--- src/rtl/ptm_queue.sv ---
// Small FIFO between the front end and the back end.
// Depends on nothing but its parameters.
module ptm_queue #(
    parameter int DATA_W = 32,
    parameter int DEPTH  = 4
) (
    input  logic              aclk,
    input  logic              aresetn,
    input  logic              push,
    input  logic [DATA_W-1:0] push_data,
    input  logic              pop,
    output logic [DATA_W-1:0] pop_data,
    output logic              full,
    output logic              empty
);
    localparam int PTR_W = (DEPTH > 1) ? $clog2(DEPTH) : 1;
    localparam int CNT_W = $clog2(DEPTH + 1);

    logic [DATA_W-1:0] entry_reg [DEPTH];
    logic [PTR_W-1:0]  wr_ptr_reg, rd_ptr_reg;
    logic [CNT_W-1:0]  count_reg;

    assign full     = (count_reg == CNT_W'(DEPTH));
    assign empty    = (count_reg == '0);
    assign pop_data = entry_reg[rd_ptr_reg];

    always_ff @(posedge aclk) begin
        if (push) begin
            entry_reg[wr_ptr_reg] <= push_data;
        end
    end

    always_ff @(posedge aclk) begin
        if (!aresetn) begin
            wr_ptr_reg <= '0;
            rd_ptr_reg <= '0;
            count_reg  <= '0;
        end else begin
            if (push) begin
                wr_ptr_reg <= (wr_ptr_reg == PTR_W'(DEPTH - 1)) ? '0 : wr_ptr_reg + 1'b1;
            end
            if (pop) begin
                rd_ptr_reg <= (rd_ptr_reg == PTR_W'(DEPTH - 1)) ? '0 : rd_ptr_reg + 1'b1;
            end
            if (push && !pop) begin
                count_reg <= count_reg + 1'b1;
            end else if (pop && !push) begin
                count_reg <= count_reg - 1'b1;
            end
        end
    end

endmodule

--- config.mk ---
export PLATFORM = sky130hd
export DESIGN_NAME = ptm_queue
export DESIGN_NICKNAME = d
export VERILOG_FILES = /design/src/rtl/ptm_queue.sv
export SDC_FILE = /design/constraint.sdc
export NUM_CORES = 1
export LEC_CHECK = 0
export BUFFER_PORTS_ARGS = -buffer_cell sky130_fd_sc_hd__clkbuf_2
export CAP_MARGIN = 20
export CORE_MARGIN = 5
export CORE_UTILIZATION = 45
export DETAILED_ROUTE_END_ITERATION = 10
export PLACE_DENSITY = 0.78
export SETUP_SLACK_MARGIN = 0.3
export SYNTH_ARGS = -nofsm -noshare
export SYNTH_HDL_FRONTEND = slang
export SYNTH_SLANG_ARGS = --single-unit
--- constraint.sdc ---
create_clock -name aclk -period 1.8 [get_ports aclk]
set_input_delay 0.45 -clock aclk [delete_from_list [all_inputs] [get_ports aclk]]
set_output_delay 0.45 -clock aclk [all_outputs]
set_load 0.05 [all_outputs]
==> impl_metrics.tcl, run 1 <==
set metrics [dict create \
    max_cap_violations 0 \
    avgSynthCellArea_um2 24.2 \
    synth_seq_cells 137 \
    routed_via_density 5.02 \
    skew_ps 9.51 \
    path_class "flip-flop to output pin" \
    clockBufferDepth 2 \
    vias 2343 \
    drc 0 \
    routedWlPerCell_um 18.4 \
    root_buffer "clkbuf_16" \
    die_h_um 117 \
    layout-drive-gt1-share_pct 51.5 \
    portBuffers 69 \
    violations "negative setup slack" \
    maxSlewViolCount 0 \
    finalSetupTns_ps -10320 \
    antenna_left 0 \
    area_growth_pct 33.3 \
    tightest_slew_ps 251 \
    multi_input_area_um2 1030 \
    finalSetupViolCount 32 \
    synth_nets 254 \
    grt_pass1_vias 2586 \
    power.leakage_nw 2.39 \
    wl_um 8600 \
    min_period_ps 2140 \
    ys_seq_area_share_pct 78.7 \
    rows 39 \
    overflow 0 \
    timing.fmax_mhz 467 \
    worstSetupStartpointType "flip-flop" \
    htree_levels 4 \
    rsz0062_at_grt "yes" \
    clk_latency_ps 410 \
    diodes 0 \
    slew_headroom_pct 83.3 \
    io_pins 70 \
    ir_drop_v 0.000726 \
    syn_area_um2 5120 \
    status "complete, but fails checks" \
    yosys.cell_types.count 22 \
    fin_ws_ps -340 \
    clkTransAtPathRegs_ps 60 \
    required_ps 1350 \
    syn-instance-count 211 \
    drt_first_iter_violations 110 \
    final_hold_viol_count 0 \
    cp-end-kind "output pin" \
    largest_reg_flops 128 \
    cp_max_fo 16 \
    final_common_cell "edfxtp_1" \
    die-area_um2 13600 \
    min_path_type "primary input to flip-flop" \
    layout_common_cells "edfxtp_1 (128), clkbuf_2 (35), buf_8 (34)" \
    post-dp-hpwl_um 5750 \
    cts.sinks 137 \
    firstDrtPassIters 4 \
    core_area_um2 11300 \
    fin_crit_sh_pct 119 \
    n_fill_cell 797 \
    grt.total_usage_pct 13.9 \
    die_w_um 117 \
    cts_buffers 17 \
    seqCellArea_um2 4040 \
    gp_congestion 0.675 \
    pre_cts_ws_ps -39.7 \
    initial_utilization_pct 45.4 \
    holdBufCountCts 0 \
    worst-endpoint-arrival_ps 1690 \
    finalNetCount 354 \
    yosys_warnings 0 \
    power_density_nw_per_um2 1240 \
    grt_max_degree 18 \
    cts_tree "yes" \
    grt_pass1_wl_um 13600 \
    antenna_found_initial 0 \
]
## per-stage QoR
step                      hold slack, ps  cells  area, um2  total power [mW]  utilization, %
after floorplan                      479    211       5140              4.49               -
after global placement               501    431       5810              4.77            51.5
after detailed placement             522    431       5810              4.80            51.5
after CTS                            234    465       6740              8.45            59.8
after global routing                 238    467       6820              8.76            60.5
final                                258    467       6820              8.45            60.5
## synthesized netlist by cell type
master / instances / share of area, %
mux4_2: 30 / 13
buf_12: 3 / 1.2
o21ai_0: 1 / 0.098
nor2b_1: 5 / 0.61
edfxtp_1: 128 / 75
dfxtp_1: 9 / 3.5
a21boi_0: 1 / 0.15
buf_2: 3 / 0.29
nor3_1: 2 / 0.20
or3_1: 1 / 0.12
mux4_1: 2 / 1.0
o21a_1: 1 / 0.15
nor2_1: 1 / 0.073
and2_1: 5 / 0.61
xnor2_1: 1 / 0.17
fa_1: 1 / 0.39
mux2i_1: 4 / 0.78
xor2_1: 1 / 0.17
inv_1: 4 / 0.29
buf_6: 1 / 0.22
ha_1: 6 / 1.5
nor3b_1: 1 / 0.15
## routing by layer
layer,wire [um],track usage (%),vias up
li1,-,-,1087
met1,3310,15.9,1199
met2,4720,23.9,52
met3,522,5.70,5
met4,39,4.82,0
met5,0,0,-
## cell families (layout without fill, tap and decap cells)
kind of cell	count (synthesis)	in the layout	synth area share (%)
compound gates	3	3	0.391
xor+xnor	2	2	0.342
fa+ha+maj	7	7	1.86
buf+inv	11	124	1.98
flops	137	137	78.7
mux	36	36	15.0
simple gates	15	15	1.76
## path summary, 6_finish.rpt
check | from | slack (ps) | cells after the start | to
setup / recovery | flip-flop | -340 | 3 | pop_data[21]
hold / removal | push_data[25] | 260 | 1 | entry_reg[2][25]$_DFFE_PP_
setup reg to reg | count_reg[1]$_SDFFE_PN0P_ | 290 | 5 | count_reg[2]$_SDFFE_PN0P_
hold reg to reg | count_reg[2]$_SDFFE_PN0P_ | 530 | 2 | count_reg[2]$_SDFFE_PN0P_
## layout make-up
| type | count | area share (%) |
|---|---|---|
| well taps | 143 | 2.62 |
| flip-flops and latches | 137 | 59.3 |
| inverters | 4 | 0.257 |
| multi-input cells | 63 | 15.0 |
| repair buffers | 88 | 14.0 |
| clock buffers | 17 | 6.24 |
| clock inverters | 15 | 2.61 |
## critical path, stage by stage, from the launching register on
cell,delay (ps)
dfxtp_4,370
buf_12,190
mux4_2,550
buf_8,170
## power by group
part	switching (mW)	internal (mW)
clock network	1.26	2.18
registers	0.0584	3.65
logic	0.715	0.587
total	2.04	6.41
## repair_timing
| item | 4_1_cts | 5_1_grt |
|---|---|---|
| gates resized for setup | 74 | 40 |
| buffers inserted | 2 | 2 |
| pin swaps | 6 | 6 |
| setup endpoints to repair | 34 | 35 |
| cloned | 0 | 0 |
Power figures use the tool's default switching activity.
==> run 2: changes to the inputs <==
--- a/config.mk
+++ b/config.mk
@@ -11,6 +11,7 @@
 export CORE_UTILIZATION = 45
 export DETAILED_ROUTE_END_ITERATION = 10
 export PLACE_DENSITY = 0.78
+export RECOVER_POWER = 25
 export SETUP_SLACK_MARGIN = 0.3
 export SYNTH_ARGS = -nofsm -noshare
 export SYNTH_HDL_FRONTEND = slang
==> impl_metrics.tcl, run 2 (same netlist as run 1, synthesis figures left out) <==
set metrics [dict create \
    clockPowerShare_pct 40.8 \
    cp_max_fo 16 \
    pre_cts_ws_ps -39.7 \
    rsz0062_at_grt "yes" \
    hold_path_depth 1 \
    vias 2357 \
    layout_common_cells "edfxtp_1 (128), buf_8 (34), mux4_2 (32)" \
    drc 0 \
    slew_headroom_pct 83.1 \
    holdBufCountCts 0 \
    grt_max_degree 18 \
    path_class "flip-flop to output pin" \
    power_density_nw_per_um2 1240 \
    core_area_um2 11300 \
    cp_slowest_cell "mux4_2" \
    largest_reg_flops 128 \
    power.switching_mw 2.04 \
    finalSetupTns_ps -10290 \
    clkTransAtPathRegs_ps 60 \
    intPower_mw 6.41 \
    finalNetCount 354 \
    tightest_slew_ps 254 \
    cts_buffers 17 \
    grt.total_usage_pct 13.9 \
    fin_cells 467 \
    drt_first_iter_violations 95 \
    firstDrtPassIters 4 \
    finalSetupViolCount 32 \
    cts_tree "yes" \
    fin_crit_sh_pct 119 \
    cts.sinks 137 \
    io_pins 70 \
    max_stage_delay_ps 550 \
    dp_cells 431 \
    overflow 0 \
    area_growth_pct 32.8 \
    skew_ps 9.99 \
    layout-drive-gt1-share_pct 46.0 \
    p_seq_share_pct 43.9 \
    die_h_um 117 \
    grt_pass1_vias 2586 \
    fin_ws_ps -339 \
    critical_path_buf_inv_count 2 \
    final_hold_viol_count 0 \
    antenna_left 0 \
    timing.fmax_mhz 467 \
    rows 39 \
    die_w_um 117 \
    worstSetupStartpointType "flip-flop" \
    htree_levels 4 \
    maxSlewViolCount 0 \
    cp_cell_sequence "buf_12, mux4_2, buf_8" \
    portBuffers 69 \
    final_common_cell "edfxtp_1" \
    gp_congestion 0.675 \
    clk_latency_ps 410 \
    min_path_type "primary input to flip-flop" \
    violations "negative setup slack" \
    path_depth 3 \
    min_period_ps 2140 \
    initial_utilization_pct 45.4 \
    switching_share_pct 24.1 \
    routed_via_density 5.05 \
    routedWlPerCell_um 18.5 \
    die-area_um2 13600 \
    finalPower_mw 8.45 \
    clockBufferDepth 2 \
    required_ps 1350 \
    cp_top_family "multiplexers" \
    ff2ff_path_depth 5 \
    ir_drop_v 0.000725 \
    status "complete, but fails checks" \
    final_core_util_pct 60.3 \
    antenna_found_initial 0 \
    diodes 0 \
    power.leakage_nw 2.34 \
    worst-endpoint-arrival_ps 1690 \
    wl_um 8640 \
    max_cap_violations 0 \
    post-dp-hpwl_um 5750 \
    grt_pass1_wl_um 13600 \
    cp-end-kind "output pin" \
    p_comb_share_pct 15.4 \
    n_fill_cell 807 \
    root_buffer "clkbuf_16" \
]
==> run 2: worst register-to-register path, cell delays in order, from the launching register on <==
cell	delay [ps]
dfxtp_4	360
buf_6	120
fa_2	340
xor2_1	170
or3_1	300
a21boi_1	140
==> run 2: routing by layer <==
layer	GRT usage, %	wire length, um
met1	15.9	3350
met2	23.9	4750
met3	5.70	497
met4	4.82	39
met5	0	0
==> run 2: power groups by stage <==
stage	combinational, mW	sequential (mW)	clock (mW)
6_report	1.30	3.71	3.44
5_1_grt	1.37	3.72	3.67
4_1_cts	1.22	3.70	3.52
3_5_place_dp	1.03	3.77	0
3_3_place_gp	1.01	3.75	0
2_1_floorplan	0.740	3.75	0
==> run 2: layout make-up <==
cell class                      instances  area, um2  area share, %
Clock buffer                           17        425           6.26
Clock inverter                         15        178           2.61
Inverter                                4       17.5          0.258
Multi-Input combinational cell         63       1030           15.1
Sequential cell                       137       4040           59.5
Tap cell                              143        179           2.63
Timing Repair Buffer                   88        930           13.7
==> run 2: timing repair <==
action                     4_1_cts  5_1_grt
resized for setup               74       40
buffers inserted                 2        2
setup endpoints to repair       34       35
pin swaps                        6        6
==> run 2: path summary, 6_finish.rpt <==
| kind | from | endpoint | slack [ps] |
|---|---|---|---|
| setup reg to reg | count_reg[1]$_SDFFE_PN0P_ | count_reg[2]$_SDFFE_PN0P_ | 290 |
| setup / recovery | flip-flop | pop_data[21] | -340 |
| hold / removal | push_data[30] | entry_reg[0][30]$_DFFE_PP_ | 270 |
| hold reg to reg | count_reg[2]$_SDFFE_PN0P_ | count_reg[2]$_SDFFE_PN0P_ | 530 |
==> run 2: per-stage QoR <==
step           cell area (um2)  hold WS (ps)
2_1_floorplan             5140           479
3_3_place_gp              5810           501
3_5_place_dp              5810           522
4_1_cts                   6740           234
5_1_grt                   6800           260
6_report                  6800           270
==> run 3: changes to the inputs <==
--- a/config.mk
+++ b/config.mk
@@ -5,12 +5,13 @@
 export SDC_FILE = /design/constraint.sdc
 export NUM_CORES = 1
 export LEC_CHECK = 0
+export ABC_AREA = 1
 export BUFFER_PORTS_ARGS = -buffer_cell sky130_fd_sc_hd__clkbuf_2
 export CAP_MARGIN = 20
 export CORE_MARGIN = 5
-export CORE_UTILIZATION = 45
+export CORE_UTILIZATION = 51
 export DETAILED_ROUTE_END_ITERATION = 10
-export PLACE_DENSITY = 0.78
+export PLACE_DENSITY = 0.86
 export RECOVER_POWER = 25
 export SETUP_SLACK_MARGIN = 0.3
 export SYNTH_ARGS = -nofsm -noshare
==> impl_metrics.tcl, run 3 <==
set metrics [dict create \
    routed_via_density 5.81 \
    initial_utilization_pct 51.4 \
    required_ps 1350 \
    routedWlPerCell_um 24.4 \
    synth.most_common_cell "edfxtp_1" \
    wl_um 15500 \
    cp-end-kind "output pin" \
    grt_max_degree 27 \
    die_w_um 111 \
    htree_levels 4 \
    hold_slack_ps 166 \
    cts_tree "yes" \
    drc 0 \
    clockBufferDepth 2 \
    synthTopCellsByArea "edfxtp_1 (73%), nor2_1 (5.2%), o22ai_1 (3.8%)" \
    antenna_found_initial 1 \
    final_common_cell "edfxtp_1" \
    fin_crit_sh_pct 125 \
    die-area_um2 12400 \
    finalNetCount 529 \
    hold_path_startpoint "push_data[30]" \
    syn_area_um2 5240 \
    rsz0062_at_grt "yes" \
    yosys_warnings 0 \
    finalSetupViolCount 32 \
    largest_reg_flops 128 \
    ys.flop_type "edfxtp_1" \
    root_buffer "clkbuf_8" \
    finalSetupTns_ps -11730 \
    max_cap_violations 0 \
    path_class "flip-flop to output pin" \
    maxSlewViolCount 0 \
    power_density_nw_per_um2 1160 \
    met1_usage_pct 26.7 \
    rows 37 \
    tightest_slew_ps 363 \
    yosysTopAreaCell "edfxtp_1" \
    busiest_layer "met2" \
    gp_congestion 0.774 \
    io_pins 70 \
    clk_latency_ps 520 \
    antenna_left 0 \
    core_area_um2 10200 \
    worst-endpoint-arrival_ps 1790 \
    fin_ws_ps -445 \
    worstSetupStartpointType "flip-flop" \
    grt_pass1_wl_um 21000 \
    layout-drive-gt1-share_pct 51.7 \
    r2r_start "wr_ptr_reg[1]$_SDFFE_PN0P_" \
    violations "negative setup slack" \
    power.leakage_nw 2.83 \
    synth_seq_cells 137 \
    yosys.cell_types.count 21 \
    final_core_util_pct 80.2 \
    slew_headroom_pct 75.5 \
    syn-instance-count 368 \
    drt_first_iter_violations 359 \
    clkTransAtPathRegs_ps 60 \
    synthArstFlopShare_pct 0 \
    final_hold_viol_count 0 \
    min_path_type "primary input to flip-flop" \
    die_h_um 111 \
    layout_common_cells "edfxtp_1 (128), nor2_1 (39), nor2_2 (31), o22ai_4 (31), buf_8 (31)" \
    firstDrtPassIters 4 \
    cts.sinks 137 \
    ir_drop_v 0.000709 \
    met3_usage_pct 5.73 \
    n_fill_cell 509 \
    cts_buffers 17 \
    timing.fmax_mhz 446 \
    grt_pass1_vias 3833 \
    synth-edff-count 128 \
    avgSynthCellArea_um2 14.2 \
    status "complete, but fails checks" \
    skew_ps 10.5 \
    min_period_ps 2240 \
    vias 3695 \
    ys_seq_area_share_pct 76.9 \
    synth_top_cell_area_share_pct 73.4 \
    area_growth_pct 56.1 \
    portBuffers 69 \
    grt_use_met2_pct 38.8 \
    overflow 0 \
    synth_nets 411 \
    grt.total_usage_pct 22.1 \
    cp_max_fo 21 \
    synth_common_cells "edfxtp_1 (128), nor2_1 (72), o21ai_0 (39)" \
    holdBufCountCts 0 \
    post-dp-hpwl_um 7530 \
]
[run 3: changes by cell type after synthesis, moves of 5 or more]
cell,previous run,this run
nor2_1,1,72
o21ai_0,1,39
o22ai_1,0,32
mux4_2,30,0
o21ai_1,0,28
inv_1,4,14
buf_6,1,9
nand2_1,0,8
and2_1,5,0
nor2b_1,5,0
[run 3: cells by family after synthesis]
logic type               synth area share (%)
adder cells (fa/ha/maj)                  1.82
AO/OA/AOI/OAI                            10.5
buffers and inverters                    4.30
XOR/XNOR                                0.167
AND/OR/NAND/NOR                          6.33
flip-flops                               76.9
[run 3: layer usage]
metal	up-vias	wire, um
li1	1618	-
met1	1877	5890
met2	161	8280
met3	39	807
met4	0	531
met5	-	0
[run 3: worst paths after layout]
path / endpoint / depth (start not counted) / slack [ps]
min reg2reg: flip-flop / 2 / 540
max: pop_data[11] / 5 / -440
min: entry_reg[0][30]$_DFFE_PP_ / 1 / 170
max reg2reg: entry_reg[1][21]$_DFFE_PP_ / 5 / 260
[run 3: area by class of cell]
cell class | instances | area (um2) | share of cell area (%)
Clock inverter | 14 | 203 | 2.48
Timing Repair Buffer | 117 | 1360 | 16.7
Sequential cell | 137 | 4050 | 49.5
Tap cell | 136 | 170 | 2.08
Antenna cell | 1 | 2.50 | 0.0306
Inverter | 16 | 91.3 | 1.12
Clock buffer | 18 | 418 | 5.11
Timing Repair inverter | 1 | 5.00 | 0.0613
Multi-Input combinational cell | 196 | 1870 | 22.9
[run 3: timing repair]
action,CTS,global route
pin swaps,5,3
endpoints found under the setup margin,34,86
buffers inserted,10,9
cloned,1,7
resized for setup,166,58
[run 3: per-stage QoR]
| stage | instances | cell area, um2 | total power [mW] | setup WS (ps) |
|---|---|---|---|---|
| 2_1_floorplan | 368 | 5810 | 4.81 | -80.7 |
| 3_3_place_gp | 576 | 6440 | 5.13 | 62.7 |
| 3_5_place_dp | 576 | 6440 | 5.18 | 3.49 |
| 4_1_cts | 619 | 7810 | 9.18 | -401 |
| 5_1_grt | 636 | 8170 | 9.73 | -479 |
| 6_report | 636 | 8170 | 9.45 | -445 |
[run 3: where the power goes]
group / switching, mW / internal [mW]
Combinational: 1.18 / 0.849
Clock: 1.32 / 2.37
Sequential: 0.0807 / 3.64
Total: 2.59 / 6.86
[run 3: critical path, stage by stage, from the launching register on]
cell	delay, ps
dfxtp_4	360
buf_12	150
buf_16	170
nor2_1	280
o22ai_4	130
buf_8	170
