==> config.mk <==
export PLATFORM = sky130hd
export DESIGN_NAME = ptm_front
export DESIGN_NICKNAME = d
export VERILOG_FILES = /design/src/rtl/ptm_pkg.sv /design/src/rtl/ptm_front.sv
export SDC_FILE = /design/constraint.sdc
export NUM_CORES = 1
export LEC_CHECK = 0
export ABC_CLOCK_PERIOD_IN_PS = 9100
export BUFFER_PORTS_ARGS = -buffer_cell sky130_fd_sc_hd__buf_2
export CAP_MARGIN = 20
export CORE_ASPECT_RATIO = 1.25
export CORE_MARGIN = 4
export CORE_UTILIZATION = 35
export DETAILED_ROUTE_END_ITERATION = 6
export PLACE_DENSITY = 0.48
export SETUP_SLACK_MARGIN = 0.3
export SLEW_MARGIN = 15
export SYNTH_ARGS = -nofsm -noshare
export SYNTH_HDL_FRONTEND = slang
export SYNTH_SLANG_ARGS = --single-unit
export TNS_END_PERCENT = 10
==> constraint.sdc <==
create_clock -name aclk -period 9.1 [get_ports aclk]
set_input_delay 0.455 -clock aclk [delete_from_list [all_inputs] [get_ports aclk]]
set_output_delay 0.455 -clock aclk [all_outputs]
set_load 0.02 [all_outputs]
==> src/rtl/ptm_pkg.sv <==
// Shared types and constants for the pupil threshold mask block.
// No dependencies; ptm_front, ptm_back and the top file import this package.
package ptm_pkg;

    localparam int COUNT_W   = 21;   // frame position and mask count
    localparam int CFG_W     = 16;   // widest configuration register
    localparam int CFG_IDX_W = 2;
    localparam int GEOM_W    = 11;   // width and height registers
    localparam int FRAC_W    = 16;

    localparam logic [GEOM_W-1:0] RESET_DIM  = 11'd1024;
    localparam logic [FRAC_W-1:0] RESET_FRAC = 16'd26214;

    localparam logic OP_CALIB    = 1'b0;
    localparam logic OP_MASK     = 1'b1;
    localparam logic KIND_THRESH = 1'b0;
    localparam logic KIND_MASK   = 1'b1;

    typedef enum logic [CFG_IDX_W-1:0] {
        REG_WIDTH  = 2'd0,
        REG_HEIGHT = 2'd1,
        REG_FRAC   = 2'd2
    } cfg_reg_t;

    typedef enum logic [1:0] {
        CMD_STORE  = 2'd0,   // write a central-row pixel
        CMD_SELECT = 2'd1,   // end of calibration: optional store, then rank select
        CMD_MASK   = 2'd2    // judge a mask-pass pixel
    } cmd_t;

    typedef struct packed {
        cmd_t cmd;
        logic store;
        logic last;
    } ctl_t;

    typedef enum logic [2:0] {
        F_RUN  = 3'b001,
        F_MULT = 3'b010,
        F_DIV  = 3'b100
    } front_state_t;

    typedef enum logic [3:0] {
        B_RUN  = 4'b0001,
        B_RANK = 4'b0010,
        B_SCAN = 4'b0100,
        B_EMIT = 4'b1000
    } back_state_t;

endpackage

==> src/rtl/ptm_front.sv <==
// Front end: configuration registers, frame position tracking and
// classification of pixels into queue commands. Uses ptm_pkg.
module ptm_front #(
    parameter int MAX_WIDTH  = 1024,
    parameter int MAX_HEIGHT = 1024,
    parameter int PIXEL_BITS = 16,
    parameter int WW         = $clog2(MAX_WIDTH + 1),
    parameter int COL_W      = $clog2(MAX_WIDTH)
) (
    input  logic                          aclk,
    input  logic                          aresetn,
    input  logic                          cfg_we,
    input  logic [ptm_pkg::CFG_IDX_W-1:0] cfg_index,
    input  logic [ptm_pkg::CFG_W-1:0]     cfg_data,
    input  logic                          s_valid,
    output logic                          s_ready,
    input  logic                          s_operation,
    input  logic [PIXEL_BITS-1:0]         s_pixel,
    input  logic                          q_full,
    output logic                          q_push,
    output ptm_pkg::ctl_t                 q_ctl,
    output logic [COL_W-1:0]              q_col,
    output logic [PIXEL_BITS-1:0]         q_pixel,
    output logic [WW-1:0]                 width_eff,
    output logic [ptm_pkg::FRAC_W-1:0]    frac
);
    import ptm_pkg::*;

    localparam int HW    = $clog2(MAX_HEIGHT + 1);
    localparam int FW    = WW + HW;
    localparam int ITW   = $clog2(COUNT_W + 1);

    front_state_t state_reg, state_next;

    logic [GEOM_W-1:0]  width_reg, height_reg;
    logic [FRAC_W-1:0]  frac_reg;
    logic [WW-1:0]      w_eff;
    logic [HW-1:0]      h_eff;
    logic [FW-1:0]      frame_reg;
    logic [COUNT_W-1:0] pos_reg, row_reg;
    logic [COL_W-1:0]   col_reg;
    logic [COUNT_W-1:0] quo_reg, quo_next;
    logic [WW-1:0]      rem_reg, rem_next;
    logic [ITW-1:0]     iter_reg;
    logic [WW:0]        trial;
    logic               accept, is_last, central, geom_write;

    // clamp geometry to 1..maximum
    always_comb begin
        if (width_reg == '0) begin
            w_eff = WW'(1);
        end else if (32'(width_reg) > 32'(MAX_WIDTH)) begin
            w_eff = WW'(MAX_WIDTH);
        end else begin
            w_eff = WW'(width_reg);
        end
        if (height_reg == '0) begin
            h_eff = HW'(1);
        end else if (32'(height_reg) > 32'(MAX_HEIGHT)) begin
            h_eff = HW'(MAX_HEIGHT);
        end else begin
            h_eff = HW'(height_reg);
        end
    end

    assign width_eff = w_eff;
    assign frac      = frac_reg;

    assign s_ready = (state_reg == F_RUN) && !q_full;
    assign accept  = s_valid && s_ready;
    assign is_last = (32'(pos_reg) >= (32'(frame_reg) - 32'd1));
    assign central = (32'(row_reg) == 32'(h_eff >> 1));

    // calibration pixels off the central row matter only as the frame's end
    assign q_push        = accept && ((s_operation == OP_MASK) || central || is_last);
    assign q_ctl.cmd     = (s_operation == OP_MASK) ? CMD_MASK :
                           (is_last ? CMD_SELECT : CMD_STORE);
    assign q_ctl.store   = (s_operation == OP_CALIB) && central;
    assign q_ctl.last    = is_last;
    assign q_col         = col_reg;
    assign q_pixel       = s_pixel;

    assign geom_write = cfg_we && ((cfg_index == REG_WIDTH) || (cfg_index == REG_HEIGHT));

    // restoring division of the position by the width, one quotient bit a cycle
    always_comb begin
        trial = {rem_reg, quo_reg[COUNT_W-1]} - {1'b0, w_eff};
        if (!trial[WW]) begin
            rem_next = trial[WW-1:0];
            quo_next = {quo_reg[COUNT_W-2:0], 1'b1};
        end else begin
            rem_next = {rem_reg[WW-2:0], quo_reg[COUNT_W-1]};
            quo_next = {quo_reg[COUNT_W-2:0], 1'b0};
        end
    end

    always_comb begin
        state_next = state_reg;
        case (state_reg)
            F_RUN:   state_next = F_RUN;
            F_MULT:  state_next = F_DIV;
            F_DIV:   if (iter_reg == ITW'(1)) state_next = F_RUN;
            default: state_next = F_MULT;
        endcase
        if (geom_write) begin
            state_next = F_MULT;
        end
    end

    always_ff @(posedge aclk) begin
        if (!aresetn) begin
            state_reg  <= F_MULT;
            width_reg  <= RESET_DIM;
            height_reg <= RESET_DIM;
            frac_reg   <= RESET_FRAC;
            pos_reg    <= '0;
            row_reg    <= '0;
            col_reg    <= '0;
        end else begin
            state_reg <= state_next;
            if (cfg_we) begin
                case (cfg_index)
                    REG_WIDTH:  width_reg  <= cfg_data[GEOM_W-1:0];
                    REG_HEIGHT: height_reg <= cfg_data[GEOM_W-1:0];
                    REG_FRAC:   frac_reg   <= cfg_data[FRAC_W-1:0];
                    default:    ;
                endcase
            end
            if (accept) begin
                if (is_last) begin
                    pos_reg <= '0;
                    row_reg <= '0;
                    col_reg <= '0;
                end else begin
                    pos_reg <= pos_reg + 1'b1;
                    if (32'(col_reg) + 32'd1 == 32'(w_eff)) begin
                        col_reg <= '0;
                        row_reg <= row_reg + 1'b1;
                    end else begin
                        col_reg <= col_reg + 1'b1;
                    end
                end
            end
            if ((state_reg == F_DIV) && (iter_reg == ITW'(1))) begin
                row_reg <= quo_next;
                col_reg <= rem_next[COL_W-1:0];
            end
        end
    end

    always_ff @(posedge aclk) begin
        if (state_reg == F_MULT) begin
            frame_reg <= FW'(w_eff) * FW'(h_eff);
            quo_reg   <= pos_reg;
            rem_reg   <= '0;
            iter_reg  <= ITW'(COUNT_W);
        end else if (state_reg == F_DIV) begin
            quo_reg  <= quo_next;
            rem_reg  <= rem_next;
            iter_reg <= iter_reg - 1'b1;
        end
    end

endmodule

==> metrics.cfg, run 1 <==
[run_status]
status=complete, no violations

[placement]
dp_hpwl_mm=28.9
place_worst_setup_slack_ps=2070
gp_congestion=0.863
placed_cells=1960
port_buffers=66

[cells_and_area]
finalNetCount=1723
drive_gt1_share_pct=8.64
stdcell_count=1991
layout.cells.most_common=nand2_1
multiInputGateArea_um2=8170
register_area_um2=3470
largest_reg_flops=22
mostFrequentLayoutCells=210 x nand2_1, 154 x nor2_1, 146 x inv_1
area_growth_syn_to_layout_pct=9.37
diodes=0
utilization_pct=38.8
fillers=3658

[global_route]
grt_max_degree=53
grt.total_usage_pct=19.5
first_global_vias=10400
grt_first_pass_wirelength_mm=58.6
grt-ovfl-total=0
antenna_found_initial=0

[synth]
synth_warnings=0
yosys.area_share.xor_xnor_pct=6.84
yosysUniqueCellTypes=80
yosysTopAreaCellShare_pct=17.3
synth_fa_ha_area_share_pct=22.4
avgSynthCellArea_um2=8.47
synth_seq_cells=152
synthMuxAreaShare_pct=2.31
postSynthCellCount=1491
synth_area_um2=12600
synth-edff-count=43
syn-num-nets=1709
synthArstFlopShare_pct=0
synth_top_family_by_area=adder cells
synth_area_leader_cell=dfxtp_1
synthFlopType=dfxtp_1
synthSimpleGateAreaFrac_pct=21.2
synth_compound_area_share_pct=11.8
ys_seq_area_share_pct=27.5
ys_top_cells_by_area=dfxtp_1 17%, fa_1 13%, edfxtp_1 10%, ha_1 9.7%, nand2_1 6.2%

[clock_network]
clk_path_buf_depth=2
htree_levels=4
cts_sinks=152
cts_root_buf=clkbuf_16
post_cts_buffers=0
cts_tree=built
path_clk_slew_ps=70
clk_latency_ps=450
cts_buffers=17
cts_hold_buf=0
cts.repair.resized=0

[power_and_ir_drop]
peakVddDrop_mv=0.118
cellPowerDensity_nw_per_um2=123
p_leak_nw=5.80

[sta]
fin_crit_ps=7090
timing.hold.ws_ps=218
slew_violations=0
relSlewSlack_pct=27.3
fin_crit_sh_pct=78.0
setup_viol=0
hold_violations=0
timing.setup.tns_ps=0
rsz0062_at_grt=no
worst_pin_slew_ps=1090
skew_ps=11.4
fmax_mhz=141
worst_slack_ps=2010

[worst_setup_path]
crit_path_end_kind=flop
critPathMaxFanout=8
critPathRequiredTime_ps=9280
worstPathCellList=nor4_1 -> nand3_1 -> o21ai_0 -> and2_1 -> nand2_1 -> fa_1 -> fa_1 -> fa_1 -> inv_1 -> fa_1 -> inv_1 -> fa_1 -> inv_1 -> ha_1 -> o41ai_1 -> o21ai_0 -> o41ai_1 -> o21ai_0 -> o41ai_1 -> xnor2_1
crit_family=adder cells
critical_path_class=flop to flop
cp_slowest_cell=o41ai_1
arrival_ps=7270
critPathMaxStageDelay_ps=640
cp-start-kind=flop
crit_top_cell=fa_1
cp_num_buf_inv=3

[drt]
via_per_inst=5.24
antenna_left=0
wl_per_cell_um=18.5
first_pass_iters=5
drtIter0Drc=516
finalWirelength_mm=36.7
vias=10400
remaining_drc_errors=0

[die]
die_x_um=178
initial_core_util_pct=35.5
core_um2=35600
dieHeight_um=220
rows=77
ioPinCount=99
dieArea_um2=39200

[min_path]
hold_path_class=primary input to flop

[run]
maxCapViolations=0

-- Yosys cell counts (all sizes together), types with 17 or more instances --
library cell and count:
and2 20, dfxtp 109, and3 17, buf 34
inv 150, nor2b 21, xor2 29, xnor2 67
nor2 155, a21oi 48, fa 80, nand3 47
clkbuf 51, o21ai 45, nand2 210, mux2i 28
edfxtp 43, a31oi 23, nor3 28, ha 98
-- stage by stage --
stage	area [µm²]	power, mW
3_3_place_gp	13200	1.01
5_1_grt	13800	1.77
2_1_floorplan	12600	0.948
3_5_place_dp	13200	1.02
6_report	13800	1.69
4_1_cts	13800	1.72
-- metal layers --
| layer | GRT usage [%] | part of all wire, % | vias up |
|---|---|---|---|
| met5 | 0 | 0 | - |
| met4 | 8.49 | 3.6 | 0 |
| met3 | 2.75 | 3.9 | 56 |
| met2 | 33.7 | 50 | 256 |
| met1 | 24.2 | 43 | 5072 |
| li1 | - | - | 5054 |
-- kinds of logic after synthesis --
logic type	Yosys count
AO/OA/AOI/OAI	218
multiplexers	29
AND/OR/NAND/NOR	579
flip-flops	152
buffers and inverters	238
adder cells (fa/ha/maj)	178
XOR/XNOR	97
-- where the power goes --
part / total, mW / switching (mW) / internal (mW)
combinational: 0.205 / 0.129 / 0.0754
sequential: 0.794 / 0.0468 / 0.748
clock: 0.696 / 0.293 / 0.402
-- worst paths after layout --
| path | from | endpoint | slack (ps) | cells past startpoint |
|---|---|---|---|---|
| hold / removal | cfg_data[14] | frac[14] | 220 | 3 |
| setup / recovery | height_reg[4] | frame_reg[20] | 2010 | 20 |
| hold reg to reg | frac[4] | frac[4] | 450 | 2 |
| setup reg to reg | height_reg[4] | frame_reg[20] | 2010 | 20 |
-- tightest hold or removal path, stage by stage --
cell and delay (ps):
buf_2 80, nand2_1 40, nand3_1 60
-- layout make-up --
class / instances / share of cell area, %
multi-input cells: 1101 / 59.1
flip-flops and latches: 152 / 25.2
well taps: 474 / 4.29
inverters: 153 / 4.16
clock buffers: 25 / 3.83
repair buffers: 80 / 3.15
clock inverters: 6 / 0.263
Power figures use the tool's default switching activity.
==> inputs of run 2 (changes only) <==
ABC_AREA = 1   (was not set)
ABC_CLOCK_PERIOD_IN_PS = 6100   (was 9100)
PLACE_DENSITY = 0.5   (was 0.48)
clock period = 6.1 ns   (was 9.1 ns; I/O delays follow)
==> run 2 against run 1 <==
Against the previous run: final cell count increased by 18%; largest power group unchanged; count of clock-buffer cells in the layout decreased by 3; first-iteration DRC count increased by 27%.
==> metrics.cfg, run 2 <==
[die]
dieArea_um2=40100  ; +2.3%
die_x_um=180  ; +1.1%
core_um2=36400  ; +2.4%
dieHeight_um=223  ; +1.1%
ioPinCount=99  ; unchanged
rows=78  ; +1.3%
initial_core_util_pct=35.5  ; about the same

[global_route]
grt_first_pass_wirelength_mm=63.2  ; +7.7%
grt-ovfl-total=0  ; unchanged
antenna_found_initial=0  ; unchanged
grt_max_degree=58  ; +9.4%
grt.total_usage_pct=20.0  ; +0.50 points
first_global_vias=11500  ; +9.8%

[clock_network]
clk_path_buf_depth=2  ; unchanged
htree_levels=4  ; unchanged
cts_tree=built
clk_latency_ps=450  ; about the same
path_clk_slew_ps=60  ; about the same
cts_sinks=152  ; unchanged
cts_root_buf=clkbuf_16
cts_buffers=17  ; unchanged

[worst_setup_path]
worst-r2r-setup-slack_ps=500  ; -1500 ps
critPathMaxFanout=6  ; -2
cp_slowest_cell=fa_1
worstPathCellList=nor2_2 -> nand3_2 -> o21bai_4 -> buf_6 -> nand2_4 -> clkinv_2 -> buf_6 -> nand2_1 -> fa_1 -> inv_1 -> fa_1 -> fa_1 -> fa_1 -> inv_1 -> fa_1 -> inv_1 -> ha_4 -> nand2_1 -> o21ai_0 -> o21bai_1 -> nand3_1 -> nor2_1 -> nor2_1 -> xnor2_1
critical_path_class=flop to flop
arrival_ps=5780  ; -1490 ps
crit_path_end_kind=flop
r2r_start=width_reg[3]
rr_worst_depth=24  ; +20%
crit_top_cell=fa_1
r2r_end=frame_reg[17]
critPathMaxStageDelay_ps=550  ; -90 ps
cp-start-kind=flop
critPathRequiredTime_ps=6290  ; -2990 ps

[synth]
yosysTopAreaCellShare_pct=16.9  ; -0.40 points
syn-num-nets=1984  ; +16%
synth_area_leader_cell=dfxtp_1
yosysUniqueCellTypes=49  ; -39%
synth_compound_area_share_pct=8.63  ; -3.2 points
ys_seq_area_share_pct=26.9  ; -0.63 points
synthMuxAreaShare_pct=0  ; -2.3 points
synth-edff-count=43  ; unchanged
synth.most_common_cell=nand2_1
postSynthCellCount=1766  ; +18%
ys_top_cells_by_count=361 x nand2_1, 263 x nor2_1, 254 x inv_1
synthSimpleGateAreaFrac_pct=27.7  ; +6.4 points
synthFlopType=dfxtp_1
synth_seq_cells=152  ; unchanged
yosys.area_share.xor_xnor_pct=4.47  ; -2.4 points
synth_area_um2=12900  ; +2.3%
synth_warnings=0  ; unchanged
synthArstFlopShare_pct=0  ; unchanged
ys_top_cells_by_area=dfxtp_1 17%, fa_1 12%, nand2_1 10%, edfxtp_1 10%, ha_1 9.5%
synth_top_family_by_area=simple AND/OR/NAND/NOR gates
avgSynthCellArea_um2=7.32  ; -14%
synth_fa_ha_area_share_pct=21.9  ; -0.51 points

[power_and_ir_drop]
p_int_mw=1.95  ; +59%
switchingPower_uw=862  ; +84%
swShare_pct=30.7  ; +3.0 points
peakVddDrop_mv=0.143  ; +21%
p_leak_nw=7.04  ; +21%
seq_power_share_pct=41.9  ; -5.0 points
p_comb_share_pct=18.9  ; +6.8 points
cellPowerDensity_nw_per_um2=189  ; +54%
finalPower_mw=2.81  ; +66%
p_clk_share_pct=39.1  ; -2.0 points

[min_path]
hold_start=cfg_data[14]
min_to=frac[14]
min_path_cells=3  ; unchanged
hold_path_class=primary input to flop

[drt]
remaining_drc_errors=0  ; unchanged
via_per_inst=4.96  ; -5.3%
first_pass_iters=6  ; +1
wl_per_cell_um=17.0  ; -7.7%
drtIter0Drc=654  ; +27%
vias=11600  ; +12%
finalWirelength_mm=39.9  ; +8.7%
antenna_left=0  ; unchanged

[sta]
timing.setup.tns_ps=0  ; unchanged
relSlewSlack_pct=39.6  ; +12 points
hold_violations=0  ; unchanged
timing.hold.ws_ps=59.1  ; -159 ps
fmax_mhz=179  ; +27%
worst_pin_slew_ps=905  ; -183 ps
fin_crit_ps=5600  ; -1500 ps
rsz0062_at_grt=yes
worst_slack_ps=502  ; -1500 ps
slew_violations=0  ; unchanged
skew_ps=12.8  ; +1.45 ps
fin_crit_sh_pct=91.8  ; +14 points
setup_viol=0  ; unchanged

[cells_and_area]
fillers=3874  ; +5.9%
layout.cells.most_common=nand2_1
finalNetCount=2071  ; +20%
largest_reg_flops=22  ; unchanged
diodes=0  ; unchanged
register_area_um2=3480  ; +0.22%
drive_gt1_share_pct=13.3  ; +4.7 points
multiInputGateArea_um2=8330  ; +2.0%
area_growth_syn_to_layout_pct=15.2
mostFrequentLayoutCells=350 x nand2_1, 255 x nor2_1, 243 x inv_1

[placement]
place_worst_setup_slack_ps=103  ; -1970 ps
gp_congestion=0.923  ; +7.0%
port_buffers=66  ; unchanged
dp_hpwl_mm=31.8  ; +10%

[run_status]
status=complete, no violations

[run]
maxCapViolations=0  ; unchanged

-- run 2: cell types whose count changed after synthesis, sizes merged, moves of 20 or more --
| cell | previous run | this run |
|---|---|---|
| and2 | 20 | 0 |
| nand2 | 210 | 371 |
| nor2b | 21 | 1 |
| nor2 | 155 | 269 |
| clkbuf | 51 | 26 |
| inv | 150 | 259 |
| nand3 | 47 | 118 |
| xnor2 | 67 | 23 |
| mux2i | 28 | 0 |
| o21ai | 45 | 95 |
-- run 2: per-layer routing --
metal,share of wire (%),track usage (%)
met4,4.3,8.63
met3,4.1,3.08
met5,0,0
met1,41,23.7
met2,50,35.7
-- run 2: area by class of cell --
class	instances	share of cell area [%]
Multi-Input combinational cell	1287	56.0
Sequential cell	152	23.4
Inverter	269	7.02
Timing Repair Buffer	126	5.50
Tap cell	480	4.03
Clock buffer	22	3.40
Clock inverter	10	0.689
-- run 2: metrics by stage --
| step | instances | utilization (%) | cell area, µm² |
|---|---|---|---|
| final | 2346 | 40.9 | 14900 |
| after global routing | 2346 | 40.9 | 14900 |
| after CTS | 2323 | 39.6 | 14400 |
| after detailed placement | 2288 | 37.8 | 13800 |
| after global placement | 2288 | 37.8 | 13800 |
| after floorplan | 1766 | - | 12900 |
-- run 2: worst max-delay path, delay by kind of cell (launching register included) --
| family | cells | cell delay, ps |
|---|---|---|
| buf+inv | 6 | 580 |
| fa+ha+maj | 6 | 2900 |
| flops | 1 | 330 |
| simple gates | 8 | 780 |
| compound gates | 3 | 600 |
| xor+xnor | 1 | 130 |
-- run 2: kinds of logic (layout without fill, tap and decap cells) --
group,count (synthesis),count (layout)
xor+xnor,66,66
fa+ha+maj,178,178
simple gates,840,840
flops,152,152
buf+inv,327,427
compound gates,203,203
-- run 2: timing repair --
action                                  CTS  global route
hold buffers                              0             0
gates resized for setup                   4            86
endpoints found under the setup margin    6            10
endpoints found under the hold margin     0             0
buffers inserted                          3            22
pin swaps                                 1            38
-- run 2: how the worst max path moves through the flow --
| stage | startpoint | end | slack, ps | cells after the start |
|---|---|---|---|---|
| finish | width_reg[3] | frame_reg[17] | 500 | 24 |
| global route | height_reg[3] | frame_reg[16] | 240 | 26 |
| CTS | width_reg[2] | frame_reg[18] | 290 | 24 |
| detailed placement | width_reg[2] | frame_reg[18] | 100 | 23 |
| global placement | width_reg[2] | frame_reg[18] | 190 | 23 |
| floorplan | width_reg[4] | frame_reg[18] | 380 | 24 |
-- run 2: power groups by stage --
| stage | Combinational (mW) | Clock (mW) | Sequential (mW) |
|---|---|---|---|
| 6_report | 0.531 | 1.10 | 1.18 |
| 5_1_grt | 0.601 | 1.16 | 1.19 |
| 3_5_place_dp | 0.497 | 0 | 1.20 |
| 2_1_floorplan | 0.364 | 0 | 1.19 |
| 3_3_place_gp | 0.493 | 0 | 1.20 |
| 4_1_cts | 0.506 | 1.12 | 1.18 |
